`src/hdl/cft_pkg.sv`:
```
// cft_pkg: types, constants and register indexes for the CSV field tokenizer.
// No dependencies; imported by every module of the block.
package cft_pkg;

    localparam int ROW_BITS    = 16;
    localparam int COL_BITS    = 8;
    localparam int Q_DEPTH     = 4;
    localparam int Q_PTR_BITS  = $clog2(Q_DEPTH);
    localparam int PADDR_BITS  = 3;
    localparam int PDATA_BITS  = 32;

    localparam logic [7:0] QUOTE_BYTE = 8'h22;
    localparam logic [7:0] LF_BYTE    = 8'h0A;
    localparam logic [7:0] CR_BYTE    = 8'h0D;
    localparam logic [7:0] SEP_RESET  = 8'd44;

    localparam logic REQ_DATA = 1'b0;
    localparam logic REQ_END  = 1'b1;

    localparam logic KIND_CHAR = 1'b0;
    localparam logic KIND_END  = 1'b1;

    localparam logic REG_SEPARATOR = 1'b0;
    localparam logic REG_FIRST_ROW = 1'b1;

    typedef struct packed {
        logic       req_type;
        logic [7:0] in_byte;
    } item_t;

    typedef struct packed {
        logic                kind;
        logic [7:0]          out_char;
        logic [ROW_BITS-1:0] row;
        logic [COL_BITS-1:0] column;
        logic                last;
    } result_t;

    typedef struct packed {
        logic    two;
        result_t r0;
        result_t r1;
    } q_entry_t;

    typedef struct packed {
        logic [7:0]  separator;
        logic [15:0] first_row;
    } cfg_t;

    function automatic result_t make_result(logic kind, logic [7:0] ch,
                                            logic [ROW_BITS-1:0] row,
                                            logic [COL_BITS-1:0] column);
        result_t r;
        r.kind     = kind;
        r.out_char = ch;
        r.row      = row;
        r.column   = column;
        r.last     = 1'b0;
        return r;
    endfunction

endpackage

```
`src/hdl/cft_front.sv`:
```
// cft_front: parses one byte per cycle while accept is high, keeps the
// tokenizer state and builds a queue entry of up to two results. Depends on cft_pkg.
module cft_front (
    input  logic                          clk,
    input  logic                          rst_n,
    input  logic                          accept,
    input  cft_pkg::item_t                item,
    input  cft_pkg::cfg_t                 cfg,
    input  logic                          row_load,
    input  logic [cft_pkg::ROW_BITS-1:0]  row_init,
    output logic                          q_push,
    output cft_pkg::q_entry_t             q_entry
);
    import cft_pkg::*;

    logic                in_quotes_reg, in_quotes_next;
    logic                quote_pend_reg, quote_pend_next;
    logic                sep_pend_reg, sep_pend_next;
    logic                skip_sep_reg, skip_sep_next;
    logic                nonempty_reg, nonempty_next;
    logic [ROW_BITS-1:0] row_reg, row_next;
    logic [COL_BITS-1:0] col_reg, col_next;
    logic [1:0]          nres;
    result_t             r0, r1;

    always_comb
    begin
        logic [7:0] b;
        logic       sep_ok, is_q, is_lf, is_cr, is_sep, handled;
        logic       do_sep;
        logic       emit_a, emit_b;
        logic       kind_a, kind_b;
        logic [7:0] ch_a, ch_b;

        b       = item.in_byte;
        sep_ok  = (cfg.separator != QUOTE_BYTE) && (cfg.separator != LF_BYTE) &&
                  (cfg.separator != CR_BYTE);
        is_q    = (b == QUOTE_BYTE);
        is_lf   = (b == LF_BYTE);
        is_cr   = (b == CR_BYTE);
        is_sep  = sep_ok && (b == cfg.separator);
        handled = 1'b0;
        do_sep  = 1'b0;
        emit_a  = 1'b0;
        emit_b  = 1'b0;
        kind_a  = KIND_CHAR;
        kind_b  = KIND_CHAR;
        ch_a    = 8'h00;
        ch_b    = 8'h00;

        in_quotes_next  = in_quotes_reg;
        quote_pend_next = quote_pend_reg;
        sep_pend_next   = sep_pend_reg;
        skip_sep_next   = skip_sep_reg;
        nonempty_next   = nonempty_reg;
        row_next        = row_reg;
        col_next        = col_reg;
        nres            = 2'd0;
        r0              = make_result(KIND_CHAR, 8'h00, row_reg, col_reg);
        r1              = make_result(KIND_CHAR, 8'h00, row_reg, col_reg);

        // first result: a pending separator, or the doubled quote
        if (item.req_type == REQ_END)
        begin
            if (quote_pend_reg)
            begin
                in_quotes_next = 1'b0;
            end
            do_sep = sep_pend_reg;
        end
        else
        begin
            if (quote_pend_reg)
            begin
                skip_sep_next   = 1'b0;
                quote_pend_next = 1'b0;
                if (is_q)
                begin
                    emit_a  = 1'b1;
                    ch_a    = QUOTE_BYTE;
                    handled = 1'b1;
                end
                else
                begin
                    in_quotes_next = 1'b0;
                end
            end
            if (!handled && !is_sep && sep_pend_reg && !is_lf && !is_cr)
            begin
                do_sep = 1'b1;
            end
            if (!handled && !is_sep)
            begin
                sep_pend_next = 1'b0;
            end
        end

        if (do_sep)
        begin
            emit_a = 1'b1;
            if (in_quotes_next)
            begin
                ch_a          = cfg.separator;
                nonempty_next = 1'b1;
            end
            else
            begin
                kind_a        = KIND_END;
                nonempty_next = 1'b0;
            end
        end

        if (emit_a)
        begin
            r0   = make_result(kind_a, ch_a, row_next, col_next);
            nres = 2'd1;
            if (kind_a == KIND_CHAR)
            begin
                nonempty_next = 1'b1;
            end
            else if (col_next != {COL_BITS{1'b1}})
            begin
                col_next = col_next + 1'b1;
            end
        end

        // second part: the byte itself
        if (item.req_type == REQ_END)
        begin
            if (nonempty_next)
            begin
                emit_b = 1'b1;
                kind_b = KIND_END;
            end
        end
        else if (!handled)
        begin
            if (is_sep)
            begin
                if (!skip_sep_next)
                begin
                    sep_pend_next = 1'b1;
                end
            end
            else if (is_q)
            begin
                if (in_quotes_next)
                begin
                    quote_pend_next = 1'b1;
                end
                else
                begin
                    in_quotes_next = 1'b1;
                end
                skip_sep_next = 1'b0;
            end
            else if (is_lf)
            begin
                emit_b = 1'b1;
                if (in_quotes_next)
                begin
                    // quoted newline becomes CR LF
                    r0   = make_result(KIND_CHAR, CR_BYTE, row_next, col_next);
                    nres = 2'd1;
                    ch_b = LF_BYTE;
                end
                else
                begin
                    kind_b = KIND_END;
                end
                skip_sep_next = 1'b1;
            end
            else if (is_cr)
            begin
                skip_sep_next = 1'b1;
            end
            else
            begin
                emit_b        = 1'b1;
                ch_b          = b;
                skip_sep_next = 1'b0;
            end
        end

        if (emit_b)
        begin
            if (nres == 2'd0)
            begin
                r0 = make_result(kind_b, ch_b, row_next, col_next);
            end
            else
            begin
                r1 = make_result(kind_b, ch_b, row_next, col_next);
            end
            nres          = nres + 2'd1;
            nonempty_next = (kind_b == KIND_CHAR);
            if (item.req_type == REQ_DATA && is_lf && kind_b == KIND_END)
            begin
                if (row_next != {ROW_BITS{1'b1}})
                begin
                    row_next = row_next + 1'b1;
                end
                col_next = '0;
            end
        end

        if (item.req_type == REQ_END)
        begin
            in_quotes_next  = 1'b0;
            quote_pend_next = 1'b0;
            sep_pend_next   = 1'b0;
            skip_sep_next   = 1'b1;
            nonempty_next   = 1'b0;
            row_next        = cfg.first_row[ROW_BITS-1:0];
            col_next        = '0;
        end

        r0.last = (nres == 2'd1);
        r1.last = 1'b1;
    end

    assign q_push        = accept && (nres != 2'd0);
    assign q_entry.two   = nres[1];
    assign q_entry.r0    = r0;
    assign q_entry.r1    = r1;

    always_ff @(posedge clk or negedge rst_n)
    begin
        if (!rst_n)
        begin
            in_quotes_reg  <= 1'b0;
            quote_pend_reg <= 1'b0;
            sep_pend_reg   <= 1'b0;
            skip_sep_reg   <= 1'b1;
            nonempty_reg   <= 1'b0;
            row_reg        <= '0;
            col_reg        <= '0;
        end
        else
        begin
            if (accept)
            begin
                in_quotes_reg  <= in_quotes_next;
                quote_pend_reg <= quote_pend_next;
                sep_pend_reg   <= sep_pend_next;
                skip_sep_reg   <= skip_sep_next;
                nonempty_reg   <= nonempty_next;
                col_reg        <= col_next;
            end
            if (row_load)
            begin
                row_reg <= row_init;
            end
            else if (accept)
            begin
                row_reg <= row_next;
            end
        end
    end

endmodule

```
`src/hdl/cft_queue.sv`:
```
// cft_queue: short FIFO of result entries between front and back.
// Depends on cft_pkg.
module cft_queue (
    input  logic              clk,
    input  logic              rst_n,
    input  logic              wr_en,
    input  cft_pkg::q_entry_t wr_data,
    input  logic              rd_en,
    output cft_pkg::q_entry_t rd_data,
    output logic              q_full,
    output logic              q_empty
);
    import cft_pkg::*;

    q_entry_t              mem [Q_DEPTH];
    logic [Q_PTR_BITS-1:0] wr_ptr_reg, rd_ptr_reg;
    logic [Q_PTR_BITS:0]   count_reg, count_next;

    assign q_full  = (count_reg == Q_PTR_BITS'(0) + (Q_PTR_BITS+1)'(Q_DEPTH));
    assign q_empty = (count_reg == '0);
    assign rd_data = mem[rd_ptr_reg];

    always_comb
    begin
        count_next = count_reg;
        if (wr_en && !rd_en)
        begin
            count_next = count_reg + 1'b1;
        end
        else if (rd_en && !wr_en)
        begin
            count_next = count_reg - 1'b1;
        end
    end

    always_ff @(posedge clk)
    begin
        if (wr_en)
        begin
            mem[wr_ptr_reg] <= wr_data;
        end
    end

    always_ff @(posedge clk or negedge rst_n)
    begin
        if (!rst_n)
        begin
            wr_ptr_reg <= '0;
            rd_ptr_reg <= '0;
            count_reg  <= '0;
        end
        else
        begin
            if (wr_en)
            begin
                wr_ptr_reg <= wr_ptr_reg + 1'b1;
            end
            if (rd_en)
            begin
                rd_ptr_reg <= rd_ptr_reg + 1'b1;
            end
            count_reg <= count_next;
        end
    end

endmodule

```
`src/hdl/cft_back.sv`:
```
// cft_back: unpacks queue entries into single results on the result port.
// Depends on cft_pkg.
module cft_back (
    input  logic              clk,
    input  logic              rst_n,
    input  cft_pkg::q_entry_t head,
    input  logic              q_empty,
    output logic              q_pop,
    input  logic              pop,
    output logic              empty,
    output cft_pkg::result_t  result
);
    import cft_pkg::*;

    logic phase_reg, phase_next;
    logic take;

    assign empty  = q_empty;
    assign result = phase_reg ? head.r1 : head.r0;
    assign take   = pop && !q_empty;
    assign q_pop  = take && (phase_reg || !head.two);

    always_comb
    begin
        phase_next = phase_reg;
        if (take)
        begin
            phase_next = head.two && !phase_reg;
        end
    end

    always_ff @(posedge clk or negedge rst_n)
    begin
        if (!rst_n)
        begin
            phase_reg <= 1'b0;
        end
        else
        begin
            phase_reg <= phase_next;
        end
    end

endmodule

```
`src/hdl/csv_field_tokenizer.sv`:
```
// csv_field_tokenizer: accepts one item per cycle while not full; a result is
// registered in the queue and shows once earlier entries are popped. A byte
// with two results takes two pops; a four-entry queue between parser and output
// absorbs it. Sustained rate: one item per cycle while items average at most one
// result and pop is held. rst_n (async, low) clears parser state, queue and
// registers to defaults. Depends on cft_pkg, cft_front, cft_queue, cft_back.
module csv_field_tokenizer (
    input  logic                              clk,
    input  logic                              rst_n,
    input  logic                              push,
    output logic                              full,
    input  cft_pkg::item_t                    item,
    input  logic                              pop,
    output logic                              empty,
    output cft_pkg::result_t                  result,
    input  logic                              psel,
    input  logic                              penable,
    input  logic                              pwrite,
    input  logic [cft_pkg::PADDR_BITS-1:0]    paddr,
    input  logic [cft_pkg::PDATA_BITS-1:0]    pwdata,
    output logic [cft_pkg::PDATA_BITS-1:0]    prdata,
    output logic                              pready
);
    import cft_pkg::*;

    cfg_t     cfg_reg;
    logic     wr_sep, wr_row;
    logic     accept;
    logic     q_push, q_pop, q_full, q_empty;
    q_entry_t q_entry, q_head;

    assign pready = 1'b1;
    assign wr_sep = psel && penable && pwrite && (paddr[2] == REG_SEPARATOR);
    assign wr_row = psel && penable && pwrite && (paddr[2] == REG_FIRST_ROW);

    always_comb
    begin
        unique case (paddr[2])
            REG_SEPARATOR: prdata = {24'h0, cfg_reg.separator};
            REG_FIRST_ROW: prdata = {16'h0, cfg_reg.first_row};
            default:       prdata = '0;
        endcase
    end

    always_ff @(posedge clk or negedge rst_n)
    begin
        if (!rst_n)
        begin
            cfg_reg.separator <= SEP_RESET;
            cfg_reg.first_row <= '0;
        end
        else
        begin
            if (wr_sep)
            begin
                cfg_reg.separator <= pwdata[7:0];
            end
            if (wr_row)
            begin
                cfg_reg.first_row <= pwdata[15:0];
            end
        end
    end

    assign full   = q_full;
    assign accept = push && !q_full;

    cft_front u_front (
        .clk      (clk),
        .rst_n    (rst_n),
        .accept   (accept),
        .item     (item),
        .cfg      (cfg_reg),
        .row_load (wr_row),
        .row_init (pwdata[ROW_BITS-1:0]),
        .q_push   (q_push),
        .q_entry  (q_entry)
    );

    cft_queue u_queue (
        .clk     (clk),
        .rst_n   (rst_n),
        .wr_en   (q_push),
        .wr_data (q_entry),
        .rd_en   (q_pop),
        .rd_data (q_head),
        .q_full  (q_full),
        .q_empty (q_empty)
    );

    cft_back u_back (
        .clk     (clk),
        .rst_n   (rst_n),
        .head    (q_head),
        .q_empty (q_empty),
        .q_pop   (q_pop),
        .pop     (pop),
        .empty   (empty),
        .result  (result)
    );

endmodule

```
`config.mk`:
```
export PLATFORM = sky130hd
export DESIGN_NAME = csv_field_tokenizer
export DESIGN_NICKNAME = d
export VERILOG_FILES = /design/src/hdl/cft_pkg.sv /design/src/hdl/cft_front.sv /design/src/hdl/cft_queue.sv /design/src/hdl/cft_back.sv /design/src/hdl/csv_field_tokenizer.sv
export SDC_FILE = /design/constraint.sdc
export NUM_CORES = 1
export LEC_CHECK = 0
export BUFFER_PORTS_ARGS = -buffer_cell sky130_fd_sc_hd__buf_2
export CAP_MARGIN = 20
export CORE_ASPECT_RATIO = 0.75
export CORE_MARGIN = 5
export CORE_UTILIZATION = 66
export DETAILED_ROUTE_END_ITERATION = 10
export PLACE_DENSITY_LB_ADDON = 0.2
export REMOVE_ABC_BUFFERS = 1
export SYNTH_ARGS = -nofsm -noshare
export SYNTH_HDL_FRONTEND = slang
export SYNTH_HIERARCHICAL = 1
export SYNTH_SLANG_ARGS = --single-unit
```
`constraint.sdc`:
```
create_clock -name clk -period 7.1 [get_ports clk]
set_input_delay 0.71 -clock clk [delete_from_list [all_inputs] [get_ports clk]]
set_output_delay 0.71 -clock clk [all_outputs]
set_load 0.01 [all_outputs]
```
==> results of run 1 <==
area by class of cell:
type / count / area [um2] / share of cell area, %
Sequential cell: 337 / 9830 / 59.4
Multi-Input combinational cell: 493 / 4760 / 28.8
Clock buffer: 42 / 837 / 5.06
Timing Repair Buffer: 95 / 523 / 3.16
Tap cell: 300 / 375 / 2.27
Clock inverter: 16 / 154 / 0.930
Inverter: 17 / 63.8 / 0.386
through the flow:
step | total power, uW | cells | hold WS [ps] | setup WS, ps
after global placement | 4690 | 1241 | 480 | 2890
after detailed placement | 4740 | 1241 | 480 | 2850
after floorplan | 4170 | 847 | 414 | 2200
after global routing | 6630 | 1300 | 398 | 2830
after CTS | 6360 | 1299 | 350 | 3020
final | 6310 | 1300 | 343 | 3140
placed cells by master (no fill, tap or decap), types with 8 or more instances in the layout:
cell type and count:
o21ai_0 26, nor2_1 27, nand4_1 11, mux2_2 36, edfxtp_1 276, ha_1 9, clkbuf_1 9, nand3_1 16
mux2_4 38, conb_1 18, buf_4 10, inv_1 16, clkinv_2 8, xnor2_1 13, buf_2 84, a21oi_1 9
a31oi_1 17, nand2_1 49, and2_1 11, mux4_2 68, dfrtp_1 54, o31ai_1 12, clkbuf_16 31, nor3_1 13
and3_1 11
logic make-up (layout without fill, tap and decap cells):
| group | count (synthesis) | in the layout | share of synthesized area, % |
|---|---|---|---|
| flip-flops | 337 | 337 | 64.4 |
| AND/OR/NAND/NOR | 194 | 194 | 7.09 |
| multiplexers | 147 | 147 | 16.9 |
| AO/OA/AOI/OAI | 107 | 107 | 4.90 |
| buffers and inverters | 105 | 170 | 4.86 |
| XOR/XNOR | 17 | 17 | 0.976 |
| adder cells (fa/ha/maj) | 10 | 10 | 0.869 |
| other | 3 | 18 | 0.0738 |
critical path: cells and delay by family (launching register included):
kind                   cells  cell delay (ps)
buffers and inverters      2              980
muxes                      2              930
DFF                        1              780
per-layer routing:
metal	global-route usage, %	routed length (um)	up-vias
met5	0	0	-
met4	3.99	436	0
met3	5.02	2700	40
met2	34.9	13700	398
met1	37.2	13200	4251
li1	-	-	3691
power by group:
| group | leakage [uW] | internal (uW) | switching, uW |
|---|---|---|---|
| sequential | 0.00329 | 2580 | 280 |
| combinational | 0.00216 | 944 | 892 |
| clock | 0.000492 | 932 | 687 |
how the worst max path moves through the flow:
stage                          start              endpoint  slack, ps  cells past startpoint
5_1_grt        u_queue/rd_ptr_reg[0]            result[30]       2830                      4
2_1_floorplan  u_queue/rd_ptr_reg[0]  u_queue/count_reg[1]       2200                      8
3_3_place_gp                 item[0]     u_queue/mem[1][1]       2890                      8
3_5_place_dp                 item[0]     u_queue/mem[1][5]       2850                      8
6_report       u_queue/rd_ptr_reg[0]            result[33]       3140                      4
4_1_cts        u_queue/rd_ptr_reg[0]            result[33]       3020                      4
==> impl_results.md, run 1 <==
- Final Cycle Share: 55.7%
- Arrival time of the worst setup path: roughly 3300 ps
- Crit-path cells: buf_4, mux4_2, mux2_2, buf_2
- Post-CTS Hold Buffers: 0
- Post-synth ARST share: around 18%
- CTS tree: done
- Number of enable flip-flop cells after synthesis: 276
- Type of the most critical hold path: primary input to asynchronous set/reset pin
- Routed WL per cell: ~23 um
- Initial Util: 66.7%
- Most frequent cells after synthesis: edfxtp_1 (276), mux4_2 (68), dfrtp_1 (57)
- Rows: between 40 and 50
- Clock buffer depth: 3
- RSZ-0062 raised after global routing: false
- Residual DRC count: 0
- Worst setup path class: register to output pin
- Required @ worst endpoint: 6390 ps
- Syn. warnings: 6
- Via count of the first global-routing pass: about 8300
- Critical-path top delay cell: buf_4
- Min Tclk post-route: between 3000 and 4000 ps
- Routability cong.: between 0.8 and 0.9
- FMAX: between 200 and 300 MHz
- Clock skew: approximately 21 ps
- Die Ht: about 140 um
- Nature of the critical path endpoint: output pin
- ANT nets after route: 0
- Worst-Skew Late Latency: 560 ps
- Slew headroom: 24.5%
- Number of H-tree levels: 1
- Post_cts resized: 0
- Synth top area share: between 50% and 60%
- CTS buffer count: 31
- # port buffers: 84
- Area Overhead vs Synth: 8.42%
- Finish-stage setup viols: 0
- Worst Reg-to-Reg Cells: 9
- Total grt overflow: 0
- Clk sinks: between 300 and 400
- Register area share after synthesis: ~64%
- Vias per inst: 6.45
- Netlist cell types: 72
- Fin nets: 1036
- Number of fill cells in the layout: about 1400
- Cell area after layout: approximately 0.017 mm2
- Synthesized area per cell: ~17 um2
- Leak: 0.00594 uW
- Core Area: around 0.023 mm2
- Initial antenna violation count: 0
- R2r setup slk: 3450 ps
- Max-Cap Viols: 0
- CP startpoint kind: register
- # IOs: 120
- First-pass iteration count of the detailed router: 6
- Critical register-to-register path startpoint: cfg_reg[18]
- Cell taking the most area after synthesis: edfxtp_1
- Die Span X: ~190 um
- Iteration-0 DRC Markers: about 920
- Max-slew violation count: 0
- Crit-path max FO: between 40 and 50
- Setup_tns: 0 ps
- Primary FF master, synth: edfxtp_1
- CTS clock-pin slew for the worst setup and hold paths: 60 ps
- Clk root buf: clkbuf_16
- Maximum vdd drop: around 0.00034 V
- Post-DP HPWL: ~18 mm
- Top-count cell post-synth: edfxtp_1
- # Post-CTS Setup Buffers: 0
- Share of cells above drive strength 1: slightly above 30%
- Synth Instances: 920
- Final Core Density: between 70 and 80%
- Syn Std Cell Area: between 0.015 and 0.02 mm2
- Endpoints failing hold: 0
- Outcome: completed
- Worst-Margin Slew: about 1100 ps
- Drt total wl: 30.0 mm
- Largest net degree at the start of global routing: 70
- Diodes inserted: 0
- Vias: around 8400
- Seq cells post-synth: about 340
- First-pass GRT wire length: ~48 mm
- Pwr Density: 382 mW/mm2
- Max reg flops: 276
- Dominant cells by area after synthesis: edfxtp_1 (54%), mux4_2 (10%), dfrtp_1 (9.3%)
- Reg2reg end: u_queue/mem[1][39]
- Total GRT Usage: 23.5%
- Die area: roughly 0.026 mm2
- Largest stage delay, worst path: 830 ps
- Post-Place Cell Area: between 0.015 and 0.02 mm2
Note: power is estimated with default switching activity, not from simulation.
==> inputs of run 2 (changes only) <==
--- a/config.mk
+++ b/config.mk
@@ -9,7 +9,7 @@
 export CAP_MARGIN = 20
 export CORE_ASPECT_RATIO = 0.75
 export CORE_MARGIN = 5
-export CORE_UTILIZATION = 66
+export CORE_UTILIZATION = 55
 export DETAILED_ROUTE_END_ITERATION = 10
 export PLACE_DENSITY_LB_ADDON = 0.2
 export REMOVE_ABC_BUFFERS = 1
==> constraint.sdc (replaced) <==
create_clock -name clk -period 3.5 [get_ports clk]
set_input_delay 0.35 -clock clk [delete_from_list [all_inputs] [get_ports clk]]
set_output_delay 0.35 -clock clk [all_outputs]
set_load 0.01 [all_outputs]
==> run 2 against run 1 <==
Clock power increased by 110%; final cell count increased by 5.7%; utilization decreased by 10 points; critical path type is now register to register; highest routed layer is now met5.
==> impl_results.md, run 2 (synthesis gave the netlist of run 1 again) <==
- Outcome: completed
- Crit path buffers/inverters: 3 (+1)
- Worst-Skew Late Latency: 560 ps (about the same)
- Worst setup path class: register to register
- CTS tree: done
- Post-DP HPWL: 19.5 mm (+8.5%)
- RSZ-0062 raised after global routing: false
- CTS clock-pin slew for the worst setup and hold paths: 60 ps (about the same)
- Via count of the first global-routing pass: 8476 (+1.6%)
- Post_cts resized: 0 (unchanged)
- # port buffers: 84 (unchanged)
- Clk sinks: 337 (unchanged)
- Residual DRC count: 0 (unchanged)
- ANT nets after route: 0 (unchanged)
- Largest stage delay, worst path: 610 ps (-220 ps)
- FMAX: between 300 and 400 MHz
- Nature of the critical path endpoint: register
- Crit-path max FO: 12 (-74%)
- Die Span X: 202 um (+9.0%)
- Slew headroom: 45.0% (+20 points)
- Clk root buf: clkbuf_16
- Iteration-0 DRC Markers: 663 (-28%)
- Number of fill cells in the layout: 1985 (+41%)
- Leak: 0.00609 uW (+2.5%)
- CP startpoint kind: register
- Clock buffer depth: 3 (unchanged)
- Commonest non-fill, non-tap cell in the layout: edfxtp_1
- Worst-Margin Slew: 825 ps (-307 ps)
- Multi-input gate area: 0.00476 mm2 (about the same)
- Max-Cap Viols: 0 (unchanged)
- FF+latch area: 0.00983 mm2 (unchanged)
- Commonest non-fill, non-tap cells in the layout: edfxtp_1 (276), buf_2 (84), mux4_2 (68), dfrtp_1 (54), nand2_1 (49)
- Vias: 8385 (+0.060%)
- Pwr Total: 13000 uW (+110%)
- Vias per inst: 6.10 (-5.3%)
- First-pass iteration count of the detailed router: 5 (-1)
- Routed WL per cell: 23.1 um (+0.31%)
- Cell area after layout: 0.0169 mm2 (+2.2%)
- # IOs: 120 (unchanged)
- Largest net degree at the start of global routing: 71 (+1.4%)
- Fin nets: 1059 (+2.2%)
- Arrival time of the worst setup path: 3690 ps (+440 ps)
- Diodes inserted: 0 (unchanged)
- Initial antenna violation count: 2 (+2)
- Crit-path cells: nor4bb_1, a21o_1, a211oi_1, buf_4, o21ai_0, inv_1, ha_1, nor2_1, ha_1, inv_1, fa_1, xor2_1, nor2_1, xor2_1
- Final Cycle Share: 91.8%
- Critical-path top delay cell: dfstp_2
- Min Tclk post-route: about 3200 ps
- Pwr Density: 769 mW/mm2 (+100%)
- Number of H-tree levels: 1 (unchanged)
- Required @ worst endpoint: 3980 ps (-2410 ps)
- Die area: 0.0312 mm2 (+19%)
- Endpoints failing hold: 0 (unchanged)
- Final Core Density: 62.3% (-10 points)
- Routability cong.: 0.910 (+2.1%)
- Share of cells above drive strength 1: 32.5% (+1.7 points)
- Total GRT Usage: 20.4% (-3.0 points)
- Finish-stage setup viols: 0 (unchanged)
- Die Ht: 154 um (+8.9%)
- Clock skew: 12.9 ps (-8.30 ps)
- Crit path max-delay family: adder cells
- Max-slew violation count: 0 (unchanged)
- Initial Util: 56.2% (-10 points)
- Hold slack: 27.9 ps (-315 ps)
- Max reg flops: 276 (unchanged)
- Type of the most critical hold path: primary input to register
- Total grt overflow: 0 (unchanged)
- Area Overhead vs Synth: 10.9%
- Maximum vdd drop: 0.000807 V (+140%)
- First-pass GRT wire length: 50.0 mm (+4.9%)
- Rows: 52 (+8.3%)
- CTS buffer count: 31 (unchanged)
- Drt total wl: 31.8 mm (+6.0%)
- Post-Place Cell Area: 0.0159 mm2 (+2.2%)
- Setup_tns: 0 ps (unchanged)
- Core Area: 0.0271 mm2 (+19%)
[run 2: final timing paths]
path | startpoint | endpoint | slack [ps] | cells after the start
max | cfg_reg[18] | u_queue/count_reg[2] | 290 | 14
min | pwdata[10] | u_front/row_reg[10] | 30 | 3
max reg2reg | cfg_reg[18] | u_queue/count_reg[2] | 290 | 14
min reg2reg | u_queue/count_reg[2] | u_queue/count_reg[2] | 490 | 1
max in group asynchronous | rst_n | u_front/row_reg[8] | 2290 | 4
min in group asynchronous | rst_n | cfg_reg[16] | 320 | 2
[run 2: per-stage QoR]
stage | cells | worst slack (ps)
5_1_grt | 1374 | 25.9
4_1_cts | 1372 | 251
3_3_place_gp | 1314 | 93.6
3_5_place_dp | 1314 | 54.3
6_report | 1374 | 288
2_1_floorplan | 847 | -1400
[run 2: layer usage]
metal	wire length (um)	global-route usage, %	vias to the layer above
met3	1970	3.18	46
met2	14600	31.7	271
met4	551	4.20	2
met5	20	0	-
met1	14600	31.4	4330
li1	-	-	3736
[run 2: report_power, final]
part	internal (uW)	total [uW]	switching, uW
sequential	5220	5710	494
combinational	1990	3930	1930
clock	1940	3360	1410
[run 2: worst min-delay path, delay by kind of cell]
kind / cells / cell delay [ps]
and+or+nand+nor: 1 / 50
AOI/OAI and AO/OA: 1 / 50
buffers and inverters: 1 / 90
[run 2: repair_timing]
action	4_1_cts	5_1_grt
buffers inserted	0	0
hold endpoints to repair	0	15
hold buffers	0	1
[run 2: area by class of cell]
cell class              instances  share of cell area, %
multi-input cells             493                   28.2
clock inverters                19                   1.18
flip-flops and latches        337                   58.1
inverters                      17                  0.377
well taps                     351                   2.60
clock buffers                  39                   4.82
repair buffers                118                   4.75
